## src/design/owbm_pkg.sv

```systemverilog
`timescale 1ns / 1ps
// Shared types and constants for the one-wire bus master.
// No dependencies; used by the top level and its checker.
package owbm_pkg;

    localparam int TIME_W = 10;
    localparam int BYTE_W = 8;
    localparam int IN_W   = 16;
    localparam int OUT_W  = 16;

    typedef enum logic [3:0] {
        PH_IDLE      = 4'd0,
        PH_RST_LOW   = 4'd1,
        PH_RST_WAIT  = 4'd2,
        PH_RST_WATCH = 4'd3,
        PH_W_LOW     = 4'd4,
        PH_W_REC     = 4'd5,
        PH_R_LOW     = 4'd6,
        PH_R_WAIT    = 4'd7,
        PH_R_REC     = 4'd8
    } t_phase;

    // Command codes; the fourth code is ignored.
    localparam logic [1:0] CMD_RESET = 2'd0;
    localparam logic [1:0] CMD_WRITE = 2'd1;
    localparam logic [1:0] CMD_READ  = 2'd2;
    localparam logic [1:0] CMD_NONE  = 2'd3;

    // Configuration register indexes.
    localparam logic [2:0] CFG_RESET_LOW   = 3'd0;
    localparam logic [2:0] CFG_PRES_DELAY  = 3'd1;
    localparam logic [2:0] CFG_PRES_WINDOW = 3'd2;
    localparam logic [2:0] CFG_SHORT_LOW   = 3'd3;
    localparam logic [2:0] CFG_ZERO_LOW    = 3'd4;
    localparam logic [2:0] CFG_SAMPLE_DLY  = 3'd5;
    localparam logic [2:0] CFG_ONE_REC     = 3'd6;
    localparam logic [2:0] CFG_READ_REC    = 3'd7;

    localparam logic [TIME_W-1:0] RST_RESET_LOW   = 10'd500;
    localparam logic [TIME_W-1:0] RST_PRES_DELAY  = 10'd60;
    localparam logic [TIME_W-1:0] RST_PRES_WINDOW = 10'd300;
    localparam logic [TIME_W-1:0] RST_SHORT_LOW   = 10'd6;
    localparam logic [TIME_W-1:0] RST_ZERO_LOW    = 10'd70;
    localparam logic [TIME_W-1:0] RST_SAMPLE_DLY  = 10'd9;
    localparam logic [TIME_W-1:0] RST_ONE_REC     = 10'd60;
    localparam logic [TIME_W-1:0] RST_READ_REC    = 10'd55;

    // Result tdata layout.
    localparam int OUT_DRIVE    = 0;
    localparam int OUT_BUSY     = 1;
    localparam int OUT_DONE     = 2;
    localparam int OUT_RDATA_LO = 3;
    localparam int OUT_PRESENCE = 11;

endpackage

```

## src/design/one_wire_bus_master_top.sv

```systemverilog
`timescale 1ns / 1ps
// One-wire bus master: command sequencer, timing counter and result buffer.
// Depends on owbm_pkg.
//
// Usage: each input transaction on the s_axis channel is either a microsecond
// tick (tuser = 0) carrying the sampled line level, or a start command
// (tuser = 1) carrying the command code and, for a write, the byte to send.
// Commands are reset with presence detect, byte write and byte read, bits
// least significant first. Every input transaction gives exactly one result
// transaction on m_axis with the drive level, busy, done, last read byte and
// presence flag as they stand after that item.
// Results are registered; one item is taken every cycle while s_axis_tready
// is high. The whole update of the phase, counter and shift register is done
// in the cycle of acceptance, so the state loop sets the one-item-per-cycle
// rate. A two-entry output buffer lets input continue while a result waits;
// when both entries are full s_axis_tready drops until the receiver takes one.
// Configuration writes go through i_cfg_we / i_cfg_idx / i_cfg_data and take
// effect at once; they are meant for idle periods.
// Reset restores the default timings, returns to idle with presence and read
// data cleared, and empties the output buffer.
module one_wire_bus_master_top (
    input  logic                          i_clk,
    input  logic                          i_rst_n,
    input  logic                          s_axis_tvalid,
    output logic                          s_axis_tready,
    // [1:0] command, [9:2] write_byte, [10] line_level, [15:11] zero
    input  logic [owbm_pkg::IN_W-1:0]     s_axis_tdata,
    // [0] req_type
    input  logic                          s_axis_tuser,
    output logic                          m_axis_tvalid,
    input  logic                          m_axis_tready,
    // [0] drive_low, [1] busy_res, [2] done_res, [10:3] read_data,
    // [11] presence, [15:12] zero
    output logic [owbm_pkg::OUT_W-1:0]    m_axis_tdata,
    input  logic                          i_cfg_we,
    input  logic [2:0]                    i_cfg_idx,
    input  logic [owbm_pkg::TIME_W-1:0]   i_cfg_data
);
    import owbm_pkg::*;

    // Configuration registers.
    logic [TIME_W-1:0] r_reset_low, r_pres_delay, r_pres_window, r_short_low;
    logic [TIME_W-1:0] r_zero_low, r_sample_dly, r_one_rec, r_read_rec;

    // Sequencer state.
    t_phase            r_phase, n_phase;
    logic [TIME_W-1:0] r_time_count, n_time_count;
    logic [2:0]        r_bit_index, n_bit_index;
    logic [BYTE_W-1:0] r_shift_byte, n_shift_byte;
    logic              r_seen_low, n_seen_low;
    logic              r_presence, n_presence;
    logic [1:0]        r_active_cmd, n_active_cmd;
    logic [BYTE_W-1:0] r_read_data, n_read_data;
    logic              n_done;

    // Output buffer.
    logic              r_out_valid, r_skid_valid;
    logic [OUT_W-1:0]  r_out_data, r_skid_data;
    logic [OUT_W-1:0]  n_result;

    logic              in_accept, out_accept;
    logic              in_req;
    logic [1:0]        in_cmd;
    logic [BYTE_W-1:0] in_wbyte;
    logic              in_line;

    assign in_req   = s_axis_tuser;
    assign in_cmd   = s_axis_tdata[1:0];
    assign in_wbyte = s_axis_tdata[9:2];
    assign in_line  = s_axis_tdata[10];

    assign s_axis_tready = !r_skid_valid;
    assign in_accept     = s_axis_tvalid && s_axis_tready;
    assign out_accept    = r_out_valid && m_axis_tready;
    assign m_axis_tvalid = r_out_valid;
    assign m_axis_tdata  = r_out_data;

    always_ff @(posedge i_clk) begin
        if (!i_rst_n) begin
            r_reset_low   <= RST_RESET_LOW;
            r_pres_delay  <= RST_PRES_DELAY;
            r_pres_window <= RST_PRES_WINDOW;
            r_short_low   <= RST_SHORT_LOW;
            r_zero_low    <= RST_ZERO_LOW;
            r_sample_dly  <= RST_SAMPLE_DLY;
            r_one_rec     <= RST_ONE_REC;
            r_read_rec    <= RST_READ_REC;
        end else if (i_cfg_we) begin
            unique case (i_cfg_idx)
                CFG_RESET_LOW:   r_reset_low   <= i_cfg_data;
                CFG_PRES_DELAY:  r_pres_delay  <= i_cfg_data;
                CFG_PRES_WINDOW: r_pres_window <= i_cfg_data;
                CFG_SHORT_LOW:   r_short_low   <= i_cfg_data;
                CFG_ZERO_LOW:    r_zero_low    <= i_cfg_data;
                CFG_SAMPLE_DLY:  r_sample_dly  <= i_cfg_data;
                CFG_ONE_REC:     r_one_rec     <= i_cfg_data;
                CFG_READ_REC:    r_read_rec    <= i_cfg_data;
                default:         r_read_rec    <= r_read_rec;
            endcase
        end
    end

    always_ff @(posedge i_clk) begin
        if (!i_rst_n) begin
            r_phase      <= PH_IDLE;
            r_time_count <= '0;
            r_bit_index  <= '0;
            r_shift_byte <= '0;
            r_seen_low   <= 1'b0;
            r_presence   <= 1'b0;
            r_active_cmd <= CMD_RESET;
            r_read_data  <= '0;
        end else if (in_accept) begin
            r_phase      <= n_phase;
            r_time_count <= n_time_count;
            r_bit_index  <= n_bit_index;
            r_shift_byte <= n_shift_byte;
            r_seen_low   <= n_seen_low;
            r_presence   <= n_presence;
            r_active_cmd <= n_active_cmd;
            r_read_data  <= n_read_data;
        end
    end

    always_comb begin
        logic [TIME_W-1:0] len_raw;
        logic              len_min_one;
        logic [TIME_W-1:0] len;
        logic [TIME_W-1:0] tc_inc;
        logic              bit_done;
        logic [BYTE_W-1:0] bd_shift;
        logic [2:0]        bit_inc;

        n_phase      = r_phase;
        n_time_count = r_time_count;
        n_bit_index  = r_bit_index;
        n_shift_byte = r_shift_byte;
        n_seen_low   = r_seen_low;
        n_presence   = r_presence;
        n_active_cmd = r_active_cmd;
        n_read_data  = r_read_data;
        n_done       = 1'b0;
        bit_done     = 1'b0;
        bd_shift     = r_shift_byte;
        bit_inc      = r_bit_index + 3'd1;
        tc_inc       = r_time_count + 10'd1;

        // Length of the current phase; recovery phases may be zero.
        len_min_one = 1'b1;
        unique case (r_phase)
            PH_RST_LOW:   len_raw = r_reset_low;
            PH_RST_WAIT:  len_raw = r_pres_delay;
            PH_RST_WATCH: len_raw = r_pres_window;
            PH_W_LOW:     len_raw = r_shift_byte[0] ? r_short_low : r_zero_low;
            PH_W_REC: begin
                len_raw     = r_one_rec;
                len_min_one = 1'b0;
            end
            PH_R_LOW:     len_raw = r_short_low;
            PH_R_WAIT:    len_raw = r_sample_dly;
            PH_R_REC: begin
                len_raw     = r_read_rec;
                len_min_one = 1'b0;
            end
            default:      len_raw = 10'd1;
        endcase
        len = (len_min_one && len_raw == '0) ? 10'd1 : len_raw;

        if (in_req) begin
            if (r_phase == PH_IDLE && in_cmd != CMD_NONE) begin
                n_active_cmd = in_cmd;
                n_bit_index  = '0;
                n_time_count = '0;
                if (in_cmd == CMD_RESET) begin
                    n_seen_low = 1'b0;
                    n_phase    = PH_RST_LOW;
                end else if (in_cmd == CMD_WRITE) begin
                    n_shift_byte = in_wbyte;
                    n_phase      = PH_W_LOW;
                end else begin
                    n_shift_byte = '0;
                    n_phase      = PH_R_LOW;
                end
            end
        end else if (r_phase != PH_IDLE) begin
            if (r_phase == PH_RST_WATCH && !in_line) begin
                n_seen_low = 1'b1;
            end
            n_time_count = tc_inc;
            if (tc_inc >= len) begin
                n_time_count = '0;
                unique case (r_phase)
                    PH_RST_LOW:  n_phase = PH_RST_WAIT;
                    PH_RST_WAIT: n_phase = PH_RST_WATCH;
                    PH_RST_WATCH: begin
                        // The presence flag includes this tick's sample.
                        n_presence = n_seen_low;
                        n_phase    = PH_IDLE;
                        n_done     = 1'b1;
                    end
                    PH_W_LOW: begin
                        if (r_shift_byte[0] && r_one_rec != '0) begin
                            n_phase = PH_W_REC;
                        end else begin
                            bit_done = 1'b1;
                        end
                    end
                    PH_W_REC:    bit_done = 1'b1;
                    PH_R_LOW:    n_phase = PH_R_WAIT;
                    PH_R_WAIT: begin
                        bd_shift     = {in_line, r_shift_byte[BYTE_W-1:1]};
                        n_shift_byte = bd_shift;
                        if (r_read_rec != '0) begin
                            n_phase = PH_R_REC;
                        end else begin
                            bit_done = 1'b1;
                        end
                    end
                    PH_R_REC:    bit_done = 1'b1;
                    default:     n_phase = PH_IDLE;
                endcase
            end
        end

        if (bit_done) begin
            if (r_active_cmd == CMD_WRITE) begin
                bd_shift = {1'b0, bd_shift[BYTE_W-1:1]};
            end
            n_shift_byte = bd_shift;
            n_bit_index  = bit_inc;
            if (bit_inc == '0) begin
                if (r_active_cmd == CMD_READ) begin
                    n_read_data = bd_shift;
                end
                n_phase = PH_IDLE;
                n_done  = 1'b1;
            end else begin
                n_phase = (r_active_cmd == CMD_WRITE) ? PH_W_LOW : PH_R_LOW;
            end
        end
    end

    always_comb begin
        n_result = '0;
        n_result[OUT_DRIVE] = (n_phase == PH_RST_LOW) || (n_phase == PH_W_LOW)
                              || (n_phase == PH_R_LOW);
        n_result[OUT_BUSY]  = (n_phase != PH_IDLE);
        n_result[OUT_DONE]  = n_done;
        n_result[OUT_RDATA_LO +: BYTE_W] = n_read_data;
        n_result[OUT_PRESENCE] = n_presence;
    end

    // Two-entry output buffer: the skid entry fills only while the output
    // entry is held by the receiver.
    always_ff @(posedge i_clk) begin
        if (!i_rst_n) begin
            r_out_valid  <= 1'b0;
            r_skid_valid <= 1'b0;
        end else if (out_accept) begin
            if (r_skid_valid) begin
                r_skid_valid <= 1'b0;
            end else begin
                r_out_valid <= in_accept;
            end
        end else if (in_accept) begin
            if (!r_out_valid) begin
                r_out_valid <= 1'b1;
            end else begin
                r_skid_valid <= 1'b1;
            end
        end
    end

    always_ff @(posedge i_clk) begin
        if (out_accept) begin
            if (r_skid_valid) begin
                r_out_data <= r_skid_data;
            end else if (in_accept) begin
                r_out_data <= n_result;
            end
        end else if (in_accept) begin
            if (!r_out_valid) begin
                r_out_data <= n_result;
            end else begin
                r_skid_data <= n_result;
            end
        end
    end

endmodule

```

## config.mk

```make
export PLATFORM = sky130hd
export DESIGN_NAME = one_wire_bus_master_top
export DESIGN_NICKNAME = d
export VERILOG_FILES = /design/src/design/owbm_pkg.sv /design/src/design/one_wire_bus_master_top.sv
export SDC_FILE = /design/constraint.sdc
export NUM_CORES = 1
export LEC_CHECK = 0
export ABC_AREA = 1
export BUFFER_PORTS_ARGS = -buffer_cell sky130_fd_sc_hd__buf_2
export CAP_MARGIN = 20
export CORE_ASPECT_RATIO = 1.1
export CORE_MARGIN = 2
export CORE_UTILIZATION = 48
export CTS_CLUSTER_DIAMETER = 80
export DETAILED_ROUTE_END_ITERATION = 10
export PLACE_DENSITY = 0.63
export REMOVE_ABC_BUFFERS = 1
export SYNTH_ARGS = -nofsm -noshare
export SYNTH_HDL_FRONTEND = slang
export SYNTH_SLANG_ARGS = --single-unit
export TNS_END_PERCENT = 50
```

## constraint.sdc

```tcl
create_clock -name i_clk -period 3.7 [get_ports i_clk]
set_input_delay 0.555 -clock i_clk [delete_from_list [all_inputs] [get_ports i_clk]]
set_output_delay 0.555 -clock i_clk [all_outputs]
set_load 0.01 [all_outputs]
```

Word level (Yosys, flattened, before mapping) --
Index checks and enable logic that the tools add are counted.
Cells by class: equal/unequal tests 28, bitwise gates (word level) 2, order comparisons 1, reductions and logical operators 43, $add $sub $neg 2, muxes and demuxes 65
Operators with widths (number):
- $mux 8 | 13
- $mux 16 | 5
- $pmux 10 s8 | 1
- $mux 10 | 6
- $mux 4 | 7
- $eq 4x3->1 const B | 6
- $mux 1 | 24
- $pmux 4 s6 | 1
- $reduce_and 2->1 | 10
- $reduce_bool 10->1 | 2
- $reduce_and 3->1 | 6
- $mux 3 | 5
- $eq 3x3->1 const B | 4
- $add 10x1->10 const B | 1
- $ge 10x10->1 | 1
- $logic_not 10->1 | 1
- $reduce_bool 2->1 | 5
- $eq 4x1->1 const B | 2
- $eq 4x2->1 const B | 2
- $reduce_bool 4->1 | 2
- $eq 3x2->1 const B | 2
- $logic_and 1x1->1 | 6
- $logic_not 3->1 | 2
- $ne 2x1->1 const B | 3
- 17 further kinds | 24
Storage, ports and cells: output and inout port bits 18, register bits after elaboration 147

Depth between registers and ports, before layout --
depth in word-level cells 16, depth in mapped cells 32

Worst setup path before layout --
No wires, ideal clock.
kind register to register, start register r_phase[1], end register r_out_data[4] (netlist: m_axis_tdata[4]), data pin, data arrival time 2.929 ns, period minus slack after synthesis 3.179 ns, setup slack 0.521 ns, stages on the path, launching flop included 29, buffers on the path 1, required time 3.451 ns, setup time 0.249 ns, path through dfxtp_1 nand2_1 nor2_2 clkbuf_1 nand2_1 o21ai_0 a21oi_1 nand4_1 inv_1 nand4_1 nor2_1 nand2_1 nand2_1 ha_1 inv_1 nand2_1 nand2_1 nand2_1 nand3_1 nand3_2 nand2_2 inv_2 nand2_1 nand3_1 nand3_1 nand3_2 nand3_1 nand2_1 inv_1
On the way: longest elaborated chain between the ends 16
RTL lines:
- from (decl) | line one_wire_bus_master_top.sv:46 | t_phase r_phase, n_phase;
- from (signal assigned) | line one_wire_bus_master_top.sv:114 | r_phase <= n_phase;
- $eq 4x4->1 (tied with other cells) | line one_wire_bus_master_top.sv:150, one_wire_bus_master_top.sv:192
- $pmux 10 s8 or $reduce_or 2->1 (tied branches)
- $logic_not 10->1 or $mux 1 (tied branches) | line one_wire_bus_master_top.sv:167, one_wire_bus_master_top.sv:150
- $logic_and 1x1->1 | line one_wire_bus_master_top.sv:167 | len = (len_min_one && len_raw == '0) ? 10'd1 : len_raw;
- $mux 10 | line one_wire_bus_master_top.sv:167
- $ge 10x10->1 | line one_wire_bus_master_top.sv:190 | if (tc_inc >= len) begin
- $mux 8 | line one_wire_bus_master_top.sv:190
- $mux 8
- $mux 8 | line one_wire_bus_master_top.sv:169 | if (in_req) begin
- $mux 8 | line one_wire_bus_master_top.sv:226 | if (r_active_cmd == CMD_WRITE) begin
- $mux 8 | line one_wire_bus_master_top.sv:232 | if (r_active_cmd == CMD_READ) begin
- $mux 8 | line one_wire_bus_master_top.sv:231 | if (bit_inc == '0) begin
- $mux 8 (*) | line one_wire_bus_master_top.sv:225 | if (bit_done) begin
- $mux 16, on equally long branches | line one_wire_bus_master_top.sv:282, one_wire_bus_master_top.sv:278
- $mux 16, on equally long branches | line one_wire_bus_master_top.sv:281, one_wire_bus_master_top.sv:276
- $mux 16 (*) | line one_wire_bus_master_top.sv:275 | if (out_accept) begin
- to (signal assigned) | line one_wire_bus_master_top.sv:277 | r_out_data <= r_skid_data;
- to (signal assigned) | line one_wire_bus_master_top.sv:279 | r_out_data <= n_result;
- to (signal assigned) | line one_wire_bus_master_top.sv:283 | r_out_data <= n_result;
- to (decl) | line one_wire_bus_master_top.sv:58 | logic [OUT_W-1:0] r_out_data, r_skid_data;
Every way passes the cells marked *; elsewhere a longest branch is shown, timed or not. The select of a mux whose other input is x is not followed. A chain may end at the register's enable or synchronous reset.

Final worst setup path --
start register r_phase[1], end register r_out_data[7] (netlist: m_axis_tdata[7]), data pin
Same word-level chain as after synthesis.

==> results.yml <==
final_layout:
  diodes: 0
  fill_cells: 1426
  fin_nets: 1253
  layout_commonest_cell: "nand2_1"
  layout.cells.non_filler: 1414
  drive_gt1_share_pct: 22.3
  layout_common_cells: "nand2_1 (273), nor2_1 (155), dfxtp_1 (115)"
  design_area_sq_um: 9430
  area_growth_pct: 26.1
placed_design:
  place_congestion: 0.884
  place_area_sq_um: 8400
  placedCellCount: 1375
  io_buffers: 43
  hpwl_mm: 14.6
detailed_routing:
  ant_nets: 0
  dr.pass1.iters: 5
  dr_total_vias: 7445
  wirelength_mm: 21.5
  wl_per_cell_um: 15.2
  drt_first_iter_violations: 526
  drc: 0
  via_per_inst: 5.27
clocking:
  clock-root-buffer: "clkbuf_16"
  cts_sinks: 143
  cts_tree: "done"
  clockBufferDepth: 2
  cts-buffers-inserted: 17
  cts-hold-fix-buffers: 0
  cts_max_level: 4
  clk_pin_slew_ns: 0.06
  clock_latency_ns: 0.43
outcome:
  outcome: "complete, no violations"
floorplanning:
  row_count: 47
  pin_count: 53
  initial_core_util_pct: 49.3
  core_area_sq_um: 15200
  die_area_sq_um: 16600
  die_y_um: 135
  die_x_um: 123
worst_setup_path:
  worstPathCellList: "buf_6, nand2_4, inv_4, nand2_4, clkinvlp_4, buf_4, a211oi_2, nand3_1, buf_4, inv_1, ha_1, nand2_1, nor2_2, nand2_1, nand3_4, buf_6, nand3_4, inv_6, nand3_4, buf_12, nand2_2, nand3_1, nand2_1, inv_1"
  cp_slowest_cell: "dfxtp_2"
  end_kind: "flip-flop"
  start_kind: "flip-flop"
  path_class: "flip-flop to flip-flop"
  crit_arrival_ns: 3.83
  max_stage_delay_ns: 0.34
  r2r_cells: 24
  cp.required_ns: 3.90
  path_max_fanout: 8
timing:
  period_needed_ns: 3.64
  slew_violations: 0
  hold_viol_final: 0
  slew_headroom_pct: 38.6
  timing.fmax_ghz: 0.275
  finalClockSkew_ns: 0.0101
  finalCritPeriodShare_pct: 98.2
  worst_pin_slew_ns: 0.915
  rsz0062_at_grt: "yes"
  setup_viol_count_final: 0
power_and_ir_drop:
  power_mw: 4.18
  p_per_area_nw_per_um2: 443
  power_leakage_nw: 4.51
  peakVddDrop_v: 0.000333
synthesis:
  ys_ff_latch: 143
  syn_area_per_cell_sq_um: 6.83
  synth-main-ff-cell: "dfxtp_1"
  synthCells: 1095
  yosysSeqAreaShare_pct: 41.5
  ys_warn_count: 0
  synth_edf_count: 24
  synth.distinct_cells: 41
  synthArstFlopShare_pct: 0
  synth_area_sq_um: 7470
flow_run:
  cap_violations: 0
global_route:
  grt_max_degree: 93
  grt_pass1_wl_mm: 33.7
  grt_pass1_vias: 6581
  gr-usage-all-layers_pct: 26.1
  grt-ovfl-total: 0
  antenna_found_initial: 0
hold_path:
  hp-class: "primary input to flip-flop"
  whs_path_depth: 3
-- Yosys cell counts, types with 2 or more instances --
library cell / n / area share [%]
nand2_4: 3 / 0.45
a21oi_1: 56 / 3.7
clkbuf_1: 29 / 1.5
clkinv_1: 8 / 0.40
inv_2: 7 / 0.35
buf_2: 4 / 0.27
nand3_4: 2 / 0.47
xor2_1: 9 / 1.1
a31oi_1: 8 / 0.67
buf_1: 6 / 0.30
a22o_1: 4 / 0.47
nand3_2: 10 / 1.3
nand2_1: 296 / 15
inv_4: 2 / 0.17
nor2_2: 3 / 0.25
dfxtp_1: 119 / 32
nor3_1: 3 / 0.20
nand3b_1: 2 / 0.20
inv_1: 99 / 5.0
buf_4: 5 / 0.50
a221oi_1: 4 / 0.47
nand2_2: 5 / 0.42
clkbuf_2: 3 / 0.20
ha_1: 13 / 2.2
edfxtp_1: 24 / 9.6
o21bai_1: 2 / 0.20
nor2_1: 158 / 7.9
nand3_1: 93 / 6.2
o21ai_0: 86 / 5.8
nand4_1: 10 / 0.84
or2_2: 8 / 0.67
a21o_1: 2 / 0.20
a211oi_1: 2 / 0.20
nor3b_1: 3 / 0.30
-- final cells by class --
cell class	instances	area, sq um	share of cell area [%]
tap	196	245	2.60
sequential	143	3110	33.0
clock buffer	18	429	4.55
multi-input combinational	791	4040	42.9
inverter	116	460	4.89
timing repair buffer	136	1010	10.7
clock inverter	14	131	1.39
-- sequential cells by signal (all words and copies together) (netlist names), 8 cells and up --
signal,count
r_read_data,8
r_zero_low,10
r_shift_byte,8
m_axis_tdata,12
r_reset_low,10
r_one_rec,10
r_sample_dly,10
r_pres_window,10
r_pres_delay,10
r_read_rec,10
r_short_low,10
r_skid_data,12
r_time_count,10
-- kinds of logic after synthesis --
logic type	count (synthesis)	synth area share (%)
XOR/XNOR	9	1.05
other	1	0.0502
buffers and inverters	164	8.77
flip-flops	143	41.5
adder cells (fa/ha/maj)	13	2.18
AO/OA/AOI/OAI	167	12.0
AND/OR/NAND/NOR	598	34.4
-- per-layer routing --
| layer | vias to the layer above | GRT usage (%) | wire length (um) |
|---|---|---|---|
| li1 | 3743 | - | - |
| met3 | 51 | 3.89 | 1050 |
| met2 | 228 | 42.8 | 10300 |
| met1 | 3423 | 34.0 | 9480 |
| met5 | - | 0 | 0 |
| met4 | 0 | 11.2 | 697 |
-- where the power goes --
part	switching, mW	total (mW)	leakage [nW]	internal (mW)
sequential	0.0453	1.71	1.20	1.66
clock	0.718	1.65	0.272	0.935
combinational	0.488	0.814	3.04	0.326
-- worst max-delay path: cells and delay by family (launching register included) --
kind	cells	cell delay, ns
flops	1	0.34
buf+inv	10	1.23
simple gates	12	1.35
compound gates	1	0.33
fa+ha+maj	1	0.12
-- worst paths after layout --
check                 start               to  slack (ns)
max              r_phase[1]  m_axis_tdata[7]        0.06
min           s_axis_tvalid     r_skid_valid        0.39
max reg2reg      r_phase[1]  m_axis_tdata[7]        0.06
min reg2reg  r_reset_low[9]   r_reset_low[9]        0.45
-- through the flow --
| step | TNS, ns | hold slack (ns) | setup WS, ns | util, % |
|---|---|---|---|---|
| 6_report | 0 | 0.386 | 0.0649 | 62.1 |
| 4_1_cts | 0 | 0.377 | 0.00226 | 59.5 |
| 3_3_place_gp | -0.900 | 0.438 | -0.110 | 55.4 |
| 3_5_place_dp | -1.03 | 0.442 | -0.123 | 55.4 |
| 2_1_floorplan | 0 | 0.424 | 0.545 | - |
| 5_1_grt | -2.18 | 0.395 | -0.162 | 62.1 |
-- repair_timing --
item / in CTS / in global routing
endpoints found under the setup margin: 36 / 52
pin swaps: 2 / 30
setup buffers: 2 / 4
gates cloned: 0 / 1
gates resized for setup: 13 / 96
Note: power is estimated with default switching activity, not from simulation.
